**src/rtl/core/vce_pkg.sv**
```systemverilog
// Shared constants and types for the vibration command encoder.
package vce_pkg;

    localparam int LOW_FREQ    = 7;
    localparam int HIGH_FREQ   = 59;
    localparam int CYCLE_LIMIT = 255;
    localparam int TOP_POWER   = 7;

    localparam int NUM_FREQ     = HIGH_FREQ - LOW_FREQ + 1;
    localparam int FREQ_W       = 8;
    localparam int DUR_W        = 32;
    localparam int WORD_W       = 32;
    localparam int POW_W        = $clog2(TOP_POWER + 1);
    localparam int STEP_W       = POW_W;
    localparam int STEP_MS      = 2000;
    localparam int HALF_STEP_MS = 1000;
    localparam int LIMIT_NUM    = STEP_MS * (CYCLE_LIMIT + 1);
    localparam int LIM_W        = DUR_W + STEP_W;
    localparam int FP2_W        = FREQ_W + 1;
    localparam int NUM_W        = DUR_W + FP2_W;
    localparam int QUO_W        = 8;
    localparam int DIV_STAGES   = QUO_W / 2;
    localparam int DIV_W        = $clog2(STEP_MS * TOP_POWER + 1);
    localparam int REM_W        = DIV_W + QUO_W;

    localparam logic [7:0]        HEADER_BYTE = 8'h10;
    localparam logic [WORD_W-1:0] STOP_WORD   = 32'h1000_0000;
    localparam logic [3:0]        RAMP_FLAG   = 4'h8;

    typedef struct packed {
        logic              stop;
        logic [POW_W-1:0]  power;
        logic              up;
        logic              down;
        logic [FREQ_W-1:0] freq;
    } cmd_t;

    typedef struct packed {
        cmd_t             cmd;
        logic             neg;
        logic             sat;
        logic [QUO_W-1:0] quo;
    } div_res_t;

endpackage

```
**src/rtl/core/vce_front.sv**
```systemverilog
// Request decode and frequency selection: two pipeline stages.
module vce_front
(
    input  logic                       clk,
    input  logic                       rst_n,
    input  logic                       in_valid,
    output logic                       in_stall,
    input  logic [7:0]                 power_level,
    input  logic signed [7:0]          ramp_direction,
    input  logic [vce_pkg::FREQ_W-1:0] wanted_frequency,
    input  logic [vce_pkg::DUR_W-1:0]  duration_ms,
    output logic                       out_valid,
    input  logic                       out_stall,
    output vce_pkg::cmd_t              out_cmd,
    output logic [vce_pkg::STEP_W-1:0] out_steps,
    output logic [vce_pkg::DUR_W-1:0]  out_dur
);
    import vce_pkg::*;

    logic [POW_W-1:0]    p_c;
    logic                up_c;
    logic                down_c;
    logic [STEP_W-1:0]   steps_c;
    logic [FREQ_W-1:0]   freq_c;
    logic [NUM_FREQ-1:0] hit_c;

    logic                a_valid_reg;
    cmd_t                a_cmd_reg;
    logic                a_auto_reg;
    logic [NUM_FREQ-1:0] a_hit_reg;
    logic [STEP_W-1:0]   a_steps_reg;
    logic [DUR_W-1:0]    a_dur_reg;

    logic                b_valid_reg;
    cmd_t                b_cmd_reg;
    logic [STEP_W-1:0]   b_steps_reg;
    logic [DUR_W-1:0]    b_dur_reg;

    logic                a_en;
    logic                b_en;
    logic [FREQ_W-1:0]   pick_c;
    cmd_t                b_cmd_next;

    assign b_en     = !b_valid_reg || !out_stall;
    assign a_en     = !a_valid_reg || b_en;
    assign in_stall = !a_en;

    always_comb
    begin
        if (power_level > 8'(TOP_POWER))
        begin
            p_c = POW_W'(TOP_POWER);
        end
        else
        begin
            p_c = power_level[POW_W-1:0];
        end
        up_c   = (ramp_direction != 8'sd0) && !ramp_direction[7];
        down_c = ramp_direction[7];
        priority if (up_c)
        begin
            steps_c = STEP_W'(TOP_POWER + 1 - int'(p_c));
        end
        else if (down_c)
        begin
            steps_c = p_c;
        end
        else
        begin
            steps_c = STEP_W'(1);
        end
        priority if (wanted_frequency < FREQ_W'(LOW_FREQ))
        begin
            freq_c = FREQ_W'(LOW_FREQ);
        end
        else if (wanted_frequency > FREQ_W'(HIGH_FREQ))
        begin
            freq_c = FREQ_W'(HIGH_FREQ);
        end
        else
        begin
            freq_c = wanted_frequency;
        end
    end

    // duration limit per candidate frequency, scaled by step count
    for (genvar g = 0; g < NUM_FREQ; g++)
    begin : g_limit
        localparam int FREQ = LOW_FREQ + g;
        localparam int LIM  = LIMIT_NUM / (FREQ + 2);
        assign hit_c[g] = LIM_W'(duration_ms) <= LIM_W'(LIM) * LIM_W'(steps_c);
    end

    always_ff @(posedge clk or negedge rst_n)
    begin
        if (!rst_n)
        begin
            a_valid_reg <= 1'b0;
            b_valid_reg <= 1'b0;
        end
        else
        begin
            if (a_en)
            begin
                a_valid_reg <= in_valid;
            end
            if (b_en)
            begin
                b_valid_reg <= a_valid_reg;
            end
        end
    end

    always_ff @(posedge clk)
    begin
        if (a_en)
        begin
            a_cmd_reg.stop  <= (power_level == 8'd0) || (duration_ms == '0);
            a_cmd_reg.power <= p_c;
            a_cmd_reg.up    <= up_c;
            a_cmd_reg.down  <= down_c;
            a_cmd_reg.freq  <= freq_c;
            a_auto_reg      <= (wanted_frequency == '0);
            a_hit_reg       <= hit_c;
            a_steps_reg     <= steps_c;
            a_dur_reg       <= duration_ms;
        end
    end

    // highest passing frequency wins, lowest if none
    always_comb
    begin
        pick_c = FREQ_W'(LOW_FREQ);
        for (int g = 0; g < NUM_FREQ; g++)
        begin
            if (a_hit_reg[g])
            begin
                pick_c = FREQ_W'(LOW_FREQ + g);
            end
        end
        b_cmd_next = a_cmd_reg;
        if (a_auto_reg)
        begin
            b_cmd_next.freq = pick_c;
        end
    end

    always_ff @(posedge clk)
    begin
        if (b_en)
        begin
            b_cmd_reg   <= b_cmd_next;
            b_steps_reg <= a_steps_reg;
            b_dur_reg   <= a_dur_reg;
        end
    end

    assign out_valid = b_valid_reg;
    assign out_cmd   = b_cmd_reg;
    assign out_steps = b_steps_reg;
    assign out_dur   = b_dur_reg;

endmodule

```
**src/rtl/core/vce_cycles.sv**
```systemverilog
// Cycle count pipeline: product, bias and range check, radix-4 restoring division.
module vce_cycles
(
    input  logic                       clk,
    input  logic                       rst_n,
    input  logic                       in_valid,
    output logic                       in_stall,
    input  vce_pkg::cmd_t              in_cmd,
    input  logic [vce_pkg::STEP_W-1:0] in_steps,
    input  logic [vce_pkg::DUR_W-1:0]  in_dur,
    output logic                       out_valid,
    input  logic                       out_stall,
    output vce_pkg::div_res_t          out_res
);
    import vce_pkg::*;

    logic              s0_valid_reg;
    cmd_t              s0_cmd_reg;
    logic [STEP_W-1:0] s0_steps_reg;
    logic [NUM_W-1:0]  s0_num_reg;

    logic              s1_valid_reg;
    cmd_t              s1_cmd_reg;
    logic              s1_neg_reg;
    logic              s1_sat_reg;
    logic [REM_W-1:0]  s1_rem_reg;
    logic [DIV_W-1:0]  s1_div_reg;

    logic [DIV_STAGES-1:0] dv_valid_reg;
    cmd_t                  dv_cmd_reg [DIV_STAGES];
    logic [DIV_STAGES-1:0] dv_neg_reg;
    logic [DIV_STAGES-1:0] dv_sat_reg;
    logic [REM_W-1:0]      dv_rem_reg [DIV_STAGES];
    logic [DIV_W-1:0]      dv_div_reg [DIV_STAGES];
    logic [QUO_W-1:0]      dv_quo_reg [DIV_STAGES];

    logic [DIV_STAGES:0]   ln_valid;
    cmd_t                  ln_cmd [DIV_STAGES+1];
    logic [DIV_STAGES:0]   ln_neg;
    logic [DIV_STAGES:0]   ln_sat;
    logic [REM_W-1:0]      ln_rem [DIV_STAGES+1];
    logic [DIV_W-1:0]      ln_div [DIV_STAGES+1];
    logic [QUO_W-1:0]      ln_quo [DIV_STAGES+1];

    logic [REM_W-1:0]      nx_rem [DIV_STAGES];
    logic [QUO_W-1:0]      nx_quo [DIV_STAGES];

    logic                  s0_en;
    logic                  s1_en;
    logic [DIV_STAGES-1:0] dv_en;

    logic [NUM_W-1:0]      bias_c;
    logic [NUM_W-1:0]      thr_c;
    logic [NUM_W-1:0]      diff_c;

    always_comb
    begin
        dv_en[DIV_STAGES-1] = !dv_valid_reg[DIV_STAGES-1] || !out_stall;
        for (int k = DIV_STAGES - 2; k >= 0; k--)
        begin
            dv_en[k] = !dv_valid_reg[k] || dv_en[k+1];
        end
        s1_en = !s1_valid_reg || dv_en[0];
        s0_en = !s0_valid_reg || s1_en;
    end

    assign in_stall = !s0_en;

    // bias is half a step period, saturation once the quotient reaches 2^QUO_W
    assign bias_c = NUM_W'(HALF_STEP_MS) * NUM_W'(s0_steps_reg);
    assign thr_c  = NUM_W'(STEP_MS * (1 << QUO_W)) * NUM_W'(s0_steps_reg);
    assign diff_c = s0_num_reg - bias_c;

    always_comb
    begin
        ln_valid[0] = s1_valid_reg;
        ln_cmd[0]   = s1_cmd_reg;
        ln_neg[0]   = s1_neg_reg;
        ln_sat[0]   = s1_sat_reg;
        ln_rem[0]   = s1_rem_reg;
        ln_div[0]   = s1_div_reg;
        ln_quo[0]   = '0;
        for (int k = 0; k < DIV_STAGES; k++)
        begin
            ln_valid[k+1] = dv_valid_reg[k];
            ln_cmd[k+1]   = dv_cmd_reg[k];
            ln_neg[k+1]   = dv_neg_reg[k];
            ln_sat[k+1]   = dv_sat_reg[k];
            ln_rem[k+1]   = dv_rem_reg[k];
            ln_div[k+1]   = dv_div_reg[k];
            ln_quo[k+1]   = dv_quo_reg[k];
        end
    end

    // two quotient bits per stage, most significant first
    for (genvar k = 0; k < DIV_STAGES; k++)
    begin : g_div
        localparam int HI = QUO_W - 1 - 2 * k;
        localparam int LO = HI - 1;
        logic [REM_W-1:0] sh_hi;
        logic [REM_W-1:0] sh_lo;
        logic [REM_W-1:0] r_mid;
        logic             ge_hi;
        logic             ge_lo;

        always_comb
        begin
            sh_hi = REM_W'(ln_div[k]) << HI;
            sh_lo = REM_W'(ln_div[k]) << LO;
            ge_hi = ln_rem[k] >= sh_hi;
            r_mid = ge_hi ? ln_rem[k] - sh_hi : ln_rem[k];
            ge_lo = r_mid >= sh_lo;
            nx_rem[k] = ge_lo ? r_mid - sh_lo : r_mid;
            nx_quo[k] = ln_quo[k];
            nx_quo[k][HI] = ge_hi;
            nx_quo[k][LO] = ge_lo;
        end
    end

    always_ff @(posedge clk or negedge rst_n)
    begin
        if (!rst_n)
        begin
            s0_valid_reg <= 1'b0;
            s1_valid_reg <= 1'b0;
            dv_valid_reg <= '0;
        end
        else
        begin
            if (s0_en)
            begin
                s0_valid_reg <= in_valid;
            end
            if (s1_en)
            begin
                s1_valid_reg <= s0_valid_reg;
            end
            for (int k = 0; k < DIV_STAGES; k++)
            begin
                if (dv_en[k])
                begin
                    dv_valid_reg[k] <= ln_valid[k];
                end
            end
        end
    end

    always_ff @(posedge clk)
    begin
        if (s0_en)
        begin
            s0_cmd_reg   <= in_cmd;
            s0_steps_reg <= in_steps;
            s0_num_reg   <= NUM_W'(FP2_W'(in_cmd.freq) + FP2_W'(2)) * NUM_W'(in_dur);
        end
        if (s1_en)
        begin
            s1_cmd_reg <= s0_cmd_reg;
            s1_neg_reg <= s0_num_reg < bias_c;
            s1_sat_reg <= diff_c >= thr_c;
            s1_rem_reg <= diff_c[REM_W-1:0];
            s1_div_reg <= DIV_W'(STEP_MS) * DIV_W'(s0_steps_reg);
        end
        for (int k = 0; k < DIV_STAGES; k++)
        begin
            if (dv_en[k])
            begin
                dv_cmd_reg[k] <= ln_cmd[k];
                dv_neg_reg[k] <= ln_neg[k];
                dv_sat_reg[k] <= ln_sat[k];
                dv_rem_reg[k] <= nx_rem[k];
                dv_div_reg[k] <= ln_div[k];
                dv_quo_reg[k] <= nx_quo[k];
            end
        end
    end

    assign out_valid   = dv_valid_reg[DIV_STAGES-1];
    assign out_res.cmd = dv_cmd_reg[DIV_STAGES-1];
    assign out_res.neg = dv_neg_reg[DIV_STAGES-1];
    assign out_res.sat = dv_sat_reg[DIV_STAGES-1];
    assign out_res.quo = dv_quo_reg[DIV_STAGES-1];

endmodule

```
**src/rtl/core/vibration_command_encoder.sv**
```systemverilog
// Top level of the vibration command encoder: front end, cycle pipeline, output register.
// An accepted request passes through to its command word; one item per cycle unless cmd_stall backs the pipe up.
// There are nine register stages, each advancing whenever the next is free.
// rst_n clears all valid bits asynchronously; payload registers are not reset.
module vibration_command_encoder
(
    input  logic                       clk,
    input  logic                       rst_n,
    input  logic                       req_valid,
    output logic                       req_stall,
    input  logic [7:0]                 power_level,
    input  logic signed [7:0]          ramp_direction,
    input  logic [vce_pkg::FREQ_W-1:0] wanted_frequency,
    input  logic [vce_pkg::DUR_W-1:0]  duration_ms,
    output logic                       cmd_valid,
    input  logic                       cmd_stall,
    output logic [vce_pkg::WORD_W-1:0] command_word
);
    import vce_pkg::*;

    logic              fr_valid;
    logic              fr_stall;
    cmd_t              fr_cmd;
    logic [STEP_W-1:0] fr_steps;
    logic [DUR_W-1:0]  fr_dur;

    logic              cy_valid;
    logic              cy_stall;
    div_res_t          cy_res;

    logic              out_valid_reg;
    logic [WORD_W-1:0] word_reg;
    logic [WORD_W-1:0] word_next;
    logic              out_en;
    logic [7:0]        count_c;
    logic [7:0]        pr_c;

    vce_front u_front
    (
        .clk              (clk),
        .rst_n            (rst_n),
        .in_valid         (req_valid),
        .in_stall         (req_stall),
        .power_level      (power_level),
        .ramp_direction   (ramp_direction),
        .wanted_frequency (wanted_frequency),
        .duration_ms      (duration_ms),
        .out_valid        (fr_valid),
        .out_stall        (fr_stall),
        .out_cmd          (fr_cmd),
        .out_steps        (fr_steps),
        .out_dur          (fr_dur)
    );

    vce_cycles u_cycles
    (
        .clk       (clk),
        .rst_n     (rst_n),
        .in_valid  (fr_valid),
        .in_stall  (fr_stall),
        .in_cmd    (fr_cmd),
        .in_steps  (fr_steps),
        .in_dur    (fr_dur),
        .out_valid (cy_valid),
        .out_stall (cy_stall),
        .out_res   (cy_res)
    );

    assign out_en   = !out_valid_reg || !cmd_stall;
    assign cy_stall = !out_en;

    always_comb
    begin
        priority if (cy_res.neg)
        begin
            count_c = '0;
        end
        else if (cy_res.sat || (cy_res.quo > QUO_W'(CYCLE_LIMIT)))
        begin
            count_c = 8'(CYCLE_LIMIT);
        end
        else
        begin
            count_c = 8'(cy_res.quo);
        end
        priority if (cy_res.cmd.up)
        begin
            pr_c = {4'(cy_res.cmd.power), RAMP_FLAG};
        end
        else if (cy_res.cmd.down)
        begin
            pr_c = {RAMP_FLAG, 4'(cy_res.cmd.power)};
        end
        else
        begin
            pr_c = {4'(cy_res.cmd.power), 4'h0};
        end
        if (cy_res.cmd.stop)
        begin
            word_next = STOP_WORD;
        end
        else
        begin
            word_next = {HEADER_BYTE, pr_c, 8'(cy_res.cmd.freq), count_c};
        end
    end

    always_ff @(posedge clk or negedge rst_n)
    begin
        if (!rst_n)
        begin
            out_valid_reg <= 1'b0;
        end
        else if (out_en)
        begin
            out_valid_reg <= cy_valid;
        end
    end

    always_ff @(posedge clk)
    begin
        if (out_en)
        begin
            word_reg <= word_next;
        end
    end

    assign cmd_valid    = out_valid_reg;
    assign command_word = word_reg;

endmodule

```
**config.mk**
```make
export PLATFORM = sky130hd
export DESIGN_NAME = vibration_command_encoder
export DESIGN_NICKNAME = d
export VERILOG_FILES = /design/src/rtl/core/vce_pkg.sv /design/src/rtl/core/vce_front.sv /design/src/rtl/core/vce_cycles.sv /design/src/rtl/core/vibration_command_encoder.sv
export SDC_FILE = /design/constraint.sdc
export NUM_CORES = 2
export LEC_CHECK = 0
export ABC_AREA = 1
export BUFFER_PORTS_ARGS = -buffer_cell sky130_fd_sc_hd__buf_2
export CORE_ASPECT_RATIO = 1.1
export CORE_MARGIN = 1.5
export CORE_UTILIZATION = 25
export DETAILED_ROUTE_END_ITERATION = 16
export PLACE_DENSITY_LB_ADDON = 0.25
export SYNTH_ARGS = -nofsm -noshare
export SYNTH_HDL_FRONTEND = slang
export SYNTH_SLANG_ARGS = --single-unit
```
**constraint.sdc**
```tcl
create_clock -name clk -period 13.2 [get_ports clk]
set_input_delay 1.32 -clock clk [delete_from_list [all_inputs] [get_ports clk]]
set_output_delay 1.32 -clock clk [all_outputs]
set_load 0.01 [all_outputs]
```
==> impl_metrics.yaml <==
status:
  status: "finished, final reports clean"
final_layout:
  largest_reg_flops: 66
  nFillCells: 19329
  fin_util_pct: 28.3
  syn_to_final_growth_pct: 12.2
  drive_gt1_share_pct: 6.37
  nets: 6220
clocking:
  clockRootBuffer: "clkbuf_16"
  post_cts_buffers: 0
  cts_resized: 0
  hold_buffers: 0
  h-tree-depth: 2
  clock_latency_ns: 0.68
  clock-sinks: 470
  cts_buffers: 54
  tritoncts: "yes"
  clk_path_buf_depth: 3
  clkTransAtPathRegs_ns: 0.06
logic_synthesis:
  synth_cells: 5083
  ys.flop_type: "edfxtp_1"
  async_reset_ff_share_pct: 1.91
  synth_cell_types: 72
  yosys-top-cells-count: "nand2_1, inv_1, ha_1"
  syn_area_um2: 45400
  synth_top_area_share_pct: 30.5
  ys_ff_latch: 470
  synth_top_area_cell: "edfxtp_1"
  synth_enable_flop_cells: 461
  yosysMostFrequentCell: "nand2_1"
  avgSynthCellArea_um2: 8.93
  synthTopCellsByArea: "edfxtp_1, ha_1, fa_1"
  yosysWarnings: 0
  yosysSeqAreaShare_pct: 31.0
worst_setup_path:
  max_stage_delay_ns: 0.63
  crit_path_start_kind: "primary input"
  worst-setup-path-type: "in -> reg"
  crit_top_cell: "inv_1"
  crit_arrival_ns: 9.02
  cp_max_fo: 13
  slowest_stage: "inv_1"
  crit_required_ns: 13.59
  setup.worst_path.end_class: "flip-flop"
sta:
  tightest_slew_ns: 1.43
  period_needed_ns: 8.62
  rsz0062_at_grt: "false"
  clock_skew_ns: 0.0603
  fin_setup_tns_ns: 0
  max_clock_freq_mhz: 116
  final_max_slew_viol_count: 0
  final_hold_viol_count: 0
  setup_viol: 0
  slew_headroom_pct: 4.35
  finalCritPeriodShare_pct: 65.3
grt:
  grtUsageTotal_pct: 18.1
  overflow: 0
  grt_max_degree: 71
  grt_antenna_before_repair: 8
  grt_pass1_vias: 37724
  grt_first_pass_wirelength_um: 249000
die:
  initial_core_util_pct: 25.2
  rows: 163
  die_w_um: 409
  num_io_pins: 94
  design.die.area_um2: 184000
  fp.dieH_um: 450
  core_area_um2: 180000
place:
  detailed_place_hpwl_um: 135000
  gp_congestion: 1.03
  port_buffers: 85
detailed_routing:
  route.detailed.wl_per_inst_um: 22.2
  dr.first_iter.drc_count: 3075
  drt_first_pass_iters: 8
  drc: 0
  route.vias.total: 37604
  viasPerCell: 4.90
  ant_nets: 0
  drt-total-wl_um: 170000
min_path:
  hold_class: "reg -> reg"
run:
  maxCapViolCount: 0
worst max-delay path, delay by kind of cell:
kind / cells / cell delay [ns]
adder cells (fa/ha/maj): 5 / 1.74
XOR/XNOR: 1 / 0.18
AO/OA/AOI/OAI: 7 / 2.13
AND/OR/NAND/NOR: 10 / 2.03
buffers and inverters: 7 / 1.57
per-layer routing:
metal | GRT usage (%) | vias up | wire length (um)
met2 | 30.8 | 1278 | 79800
li1 | - | 17760 | -
met5 | 0 | - | 0
met3 | 2.43 | 358 | 11400
met4 | 7.94 | 0 | 8600
met1 | 22.9 | 18208 | 70400
placed cells by master (no fill, tap or decap), types with 32 or more instances in the layout:
cell type and count:
o21ai_0 249, nor3_1 91, nor2_1 445, nor4_1 32
a21oi_1 421, inv_1 732, clkbuf_16 55, edfxtp_1 461
buf_4 72, ha_1 701, nand2_1 784, xnor2_1 57
xor2_1 188, fa_1 233, buf_2 84, nand3_1 151
nand4_1 91
metrics by stage:
stage	hold slack, ns	instances	area [um^2]	setup WS, ns
2_1_floorplan	0.400	5091	45400	0.896
3_3_place_gp	0.401	7562	49100	4.01
3_5_place_dp	0.405	7562	49100	4.10
4_1_cts	0.374	7664	50900	4.64
5_1_grt	0.386	7664	50900	4.05
6_report	0.382	7667	50900	4.58
cell type report:
class,count,area [um^2],share of cell area [%]
Clock buffer,67,1430,2.81
Multi-Input combinational cell,3780,28200,55.4
Inverter,764,2870,5.64
Antenna cell,3,7.51,0.0147
Sequential cell,470,14100,27.6
Timing Repair Buffer,156,961,1.89
Clock inverter,35,388,0.762
Tap cell,2392,2990,5.88
final timing paths:
path                       cells after the start                           start  slack, ns                                end
max                                           30                  power_level[6]       4.58     u_front.a_hit_reg[5]$_DFFE_PN_
min                                            0  u_front.a_dur_reg[0]$_DFFE_PN_       0.38       u_front.out_dur[0]$_DFFE_PP_
max reg2reg                                   41    u_front.out_cmd[1]$_DFFE_PP_       5.28  u_cycles.s0_num_reg[40]$_DFFE_PP_
max in group asynchronous                      1                           rst_n      12.35              cmd_valid$_DFFE_PN0P_
min reg2reg                                    0  u_front.a_dur_reg[0]$_DFFE_PN_       0.38       u_front.out_dur[0]$_DFFE_PP_
min in group asynchronous                      1                           rst_n       0.56  u_cycles.s0_valid_reg$_DFFE_PN0P_
cell families (layout without fill, tap and decap cells):
| family | after synthesis | after routing | synth area share [%] |
|---|---|---|---|
| xor+xnor | 246 | 246 | 4.75 |
| fa+ha+maj | 934 | 934 | 29.6 |
| buf+inv | 841 | 1022 | 7.03 |
| mux | 2 | 2 | 0.0496 |
| other cells | 2 | 13 | 0.0165 |
| compound gates | 932 | 932 | 12.1 |
| flops | 470 | 470 | 31.0 |
| simple gates | 1656 | 1656 | 15.5 |
Power is not shown: default switching activity piles up to over one toggle a cycle in this logic, so the estimate is an artifact.
